`src/rtl/core/pfde_ram.sv`:
```
// Generic single-port RAM with registered read data.
module pfde_ram #(
  parameter int Width = 16,
  parameter int Depth = 2,
  localparam int AddrW = (Depth > 1) ? $clog2(Depth) : 1
) (
  input  logic             clk_i,
  input  logic             we_i,
  input  logic [AddrW-1:0] addr_i,
  input  logic [Width-1:0] wdata_i,
  output logic [Width-1:0] rdata_o
);

  logic [Width-1:0] mem [Depth];

  always_ff @(posedge clk_i) begin
    if (we_i) begin
      mem[addr_i] <= wdata_i;
    end
    rdata_o <= mem[addr_i];
  end

endmodule

```
`config.mk`:
```
export PLATFORM = sky130hd
export DESIGN_NAME = pfde_ram
export DESIGN_NICKNAME = d
export VERILOG_FILES = /design/src/rtl/core/pfde_ram.sv
export SDC_FILE = /design/constraint.sdc
export NUM_CORES = 1
export LEC_CHECK = 0
export BUFFER_PORTS_ARGS = -buffer_cell sky130_fd_sc_hd__buf_2
export CORE_MARGIN = 1.5
export CORE_UTILIZATION = 46
export CTS_CLUSTER_SIZE = 8
export DETAILED_ROUTE_END_ITERATION = 8
export PLACE_DENSITY_LB_ADDON = 0.3
export SLEW_MARGIN = 20
export SYNTH_ARGS = -nofsm -noshare
export SYNTH_HDL_FRONTEND = slang
export SYNTH_SLANG_ARGS = --single-unit
export TNS_END_PERCENT = 1
```
`constraint.sdc`:
```
create_clock -name clk_i -period 1.4 [get_ports clk_i]
set_input_delay 0.42 -clock clk_i [delete_from_list [all_inputs] [get_ports clk_i]]
set_output_delay 0.42 -clock clk_i [all_outputs]
set_load 0.02 [all_outputs]
```
* Word-level counts from Yosys, hierarchy flattened *
Memory sizes are Yosys's and may differ from the RTL's. A register that Yosys moved wholly into a read port is not among the register bits.
Index checks and enable logic that the tools add are counted.

storage, ports and cells
  memories kept = 1
  logic and storage cells = 3
  RAM bits = 32
  register bits = 0
  output and inout port bits = 16
  input port bits = 19

operators by class
  mux-type cells = 2

memory list
  memory  words  width  rd ports  clocked after Yosys merged registers in  wr ports  RTL line  text
  mem     2      16     1         1                                        1         14        logic [Width-1:0] mem [Depth];

operators with widths
  cell              number
  1-bit 2-to-1 mux  2

* Longest topological paths before layout *
  word-level depth = 2
  depth in mapped cells = 3
  gate-level depth less buffers = 1

* Worst setup path before layout *
No wires, ideal clock.

  path type = input to register
  start = input addr_i
  end = memory mem[0][0] (enable)
  cell stages on the path = 3
  library setup time = 0.332 ns
  path slack = 0.013 ns
  required time = 1.068 ns
  buffers on the path = 2
  data arrival time = 1.055 ns
  cells stage by stage = buf_6 buf_12 and2b_2

RTL lines
  item                RTL line  text
  start: declaration  9         input logic [AddrW-1:0] addr_i,
  end: declaration    14

No word-level cell before the write port.

* Worst setup path in the final report *
  start = register rdata_o[14] (read register of mem)
  end = output rdata_o[14]

RTL lines
  item                RTL line  text
  start: declaration  11        output logic [Width-1:0] rdata_o

No word-level cell between the ends.

==> flow_metrics.py <==
metrics = {
    "cells_and_area": {
        "fill_cells": 238,
        "utilization_pct": 58.92,
        "design_area_sq_mm": 0.001843,
        "drive_above_1_share_pct": 56.36,
        "stdcell_count": 154,
        "antennaDiodeCount": 0,
        "synthToLayoutAreaGrowth_pct": 19.76,
        "nNetsFinal": 128,
    },
    "worst_setup_path": {
        "startpoint_type": "flop",
        "path_delay_family": "flip-flops",
        "r2r_start": "mem[1][15]",
        "path_buf_inv": 1,
        "path_class": "reg2out",
        "cp.depth": 1,
        "cp_slowest_cell": "dfxtp_1",
        "path_cells": "buf_2",
        "cp_max_fo": 1,
        "slowest_delay_ns": 0.34,
        "ff2ff_path_depth": 1,
        "rr_endpoint": "rdata_o[15]",
        "cp-end-kind": "output pin",
        "rrSetupSlack_ns": 0.63,
        "critPathRequiredTime_ns": 0.98,
        "critPathArrivalTime_ns": 0.85,
    },
    "drt": {
        "drtPass1Iterations": 4,
        "drt_iter0_drc": 18,
        "wl_per_cell_microns": 12.95,
        "ant_nets": 0,
        "drc_errors": 0,
        "wl_microns": 1995,
        "vias": 685,
        "vias_per_cell": 4.448,
    },
    "power_and_ir_drop": {
        "leakage_nw": 0.7356,
        "cellPowerDensity_mw_per_mm2": 1489,
        "intPower_mw": 2.197,
        "power.switching_uw": 546.2,
        "switching_share_pct": 19.91,
        "p_total_mw": 2.743,
        "clockPowerShare_pct": 32.0,
        "power_frac_seq_pct": 59.9,
        "comb_power_share_pct": 8.1,
        "irDropWorstVdd_v": 0.0008735,
    },
    "sta": {
        "rsz0062_at_grt": "no",
        "hold_violations": 0,
        "finalCriticalPeriod_ns": 1.269,
        "slew_viol_final": 0,
        "finalWorstSetupSlack_ns": 0.1313,
        "slew_headroom_pct": 74.15,
        "fin_worst_skew_ns": 0.009777,
        "fin_crit_sh_pct": 90.62,
        "whs_ns": 0.2466,
        "worstMarginPinSlew_ns": 0.3877,
        "fmax_mhz": 788.2,
        "setup_violations": 0,
        "setup_tns_ns": 0,
    },
    "floorplan": {
        "rows": 20,
        "die_x_microns": 60.84,
        "start_util_pct": 49.20,
        "die_area_sq_mm": 0.003702,
        "dieHeight_microns": 60.84,
        "core_sq_mm": 0.003128,
        "pin_count": 35,
    },
    "global_routing": {
        "use_met3_pct": 6.183,
        "grtUsageMet1_pct": 12.54,
        "grt.busiest_layer": "met2",
        "antenna_found_initial": 0,
        "grt_util_all_layers_pct": 12.42,
        "grt_max_degree": 17,
        "grt_pass1_wl_microns": 2967,
        "use_met2_pct": 20.12,
        "grt_pass1_vias": 650,
        "grt.overflow.total": 0,
    },
    "clock_network": {
        "numCtsBuffers": 5,
        "cts.sinks": 48,
        "cts_hold_buf": 0,
        "cts_buffer_depth": 2,
        "post_cts_buffers": 0,
        "clock_latency_ns": 0.35,
        "clkTransAtPathRegs_ns": 0.13,
        "cts.root.buffer_cell": "clkbuf_4",
        "htree_levels": 2,
        "cts_tree": "yes",
        "post_cts_resized": 0,
    },
    "hold_path": {
        "worstHoldEndpoint": "mem[0][10]",
        "worstHoldStart": "wdata_i[10]",
        "min_path_type": "in2reg",
        "whs_path_depth": 1,
    },
    "placed_design": {
        "gp_congestion": 0.6719,
        "pre_cts_ws_ns": 0.05787,
        "dpl-instance-area_sq_mm": 0.001748,
        "dpl.cell_count": 146,
        "io_buffer_count": 34,
    },
    "logic_synthesis": {
        "synth_cells": 68,
        "synth-seq-area-share_pct": 83.25,
        "syn_nets": 87,
        "synth-seq-cells": 48,
        "ys_warn_count": 0,
        "avgSynthCellArea_sq_um": 22.63,
        "syn_area_sq_mm": 0.001539,
        "ys_types": 8,
    },
    "run": {
        "cap_violations": 0,
    },
    "status": {
        "status": "finished clean",
    },
}
[sequential cells by signal (all words and copies together) (netlist names)]
name / cells
mem: 32
rdata_o: 16
[cell usage in the layout (no fill, tap or decap), drive strengths merged]
| cell | instances |
|---|---|
| buf | 36 |
| edfxtp | 32 |
| dfxtp | 16 |
| mux2 | 16 |
| clkbuf | 7 |
| and2b | 1 |
| and2 | 1 |
| bufinv | 1 |
[power groups by stage]
stage                     Combinational, mW  Clock (mW)  Sequential, mW
after CTS                             0.226       0.900            1.65
after floorplan                      0.0870           0            1.73
after global placement                0.220           0            1.67
after detailed placement              0.225           0            1.68
after global routing                  0.239       0.964            1.66
final                                 0.221       0.878            1.64
[area by class of cell]
class,count,area [sq um],share of cell area [%]
repair buffers,36,185.2,10.05
well taps,44,55.05,2.987
multi-input cells,18,226.5,12.29
flip-flops and latches,48,1281,69.52
clock buffers,7,65.06,3.530
clock inverters,1,30.03,1.629
[Yosys cell counts]
cell / instances / area, sq um
edfxtp_1: 32 / 960.9
dfxtp_1: 16 / 320.3
mux2_2: 8 / 90.09
mux2_4: 8 / 120.1
and2_2: 1 / 7.510
and2b_2: 1 / 8.760
buf_12: 1 / 20.02
buf_6: 1 / 11.26
[routing by layer]
metal | vias to the layer above | part of all wire [%]
met3 | 5 | 5.7
met5 | - | 0
li1 | 333 | -
met4 | 0 | 2.9
met2 | 21 | 52
met1 | 326 | 40
[logic make-up after synthesis]
kind of cell  Yosys count  synth area share, %
mux                    16                13.66
flops                  48                83.25
simple gates            2                1.057
buf+inv                 2                2.033
[worst max-delay path by stage]
stage / from / to / slack (ns)
5_1_grt: rdata_o[4] / rdata_o[4] / 0.08
2_1_floorplan: addr_i / mem[0][0] / 0.01
4_1_cts: rdata_o[14] / rdata_o[14] / 0.1
3_3_place_gp: addr_i / mem[0][12] / 0.07
3_5_place_dp: addr_i / mem[0][12] / 0.06
6_report: rdata_o[14] / rdata_o[14] / 0.13
Power figures use the tool's default switching activity.
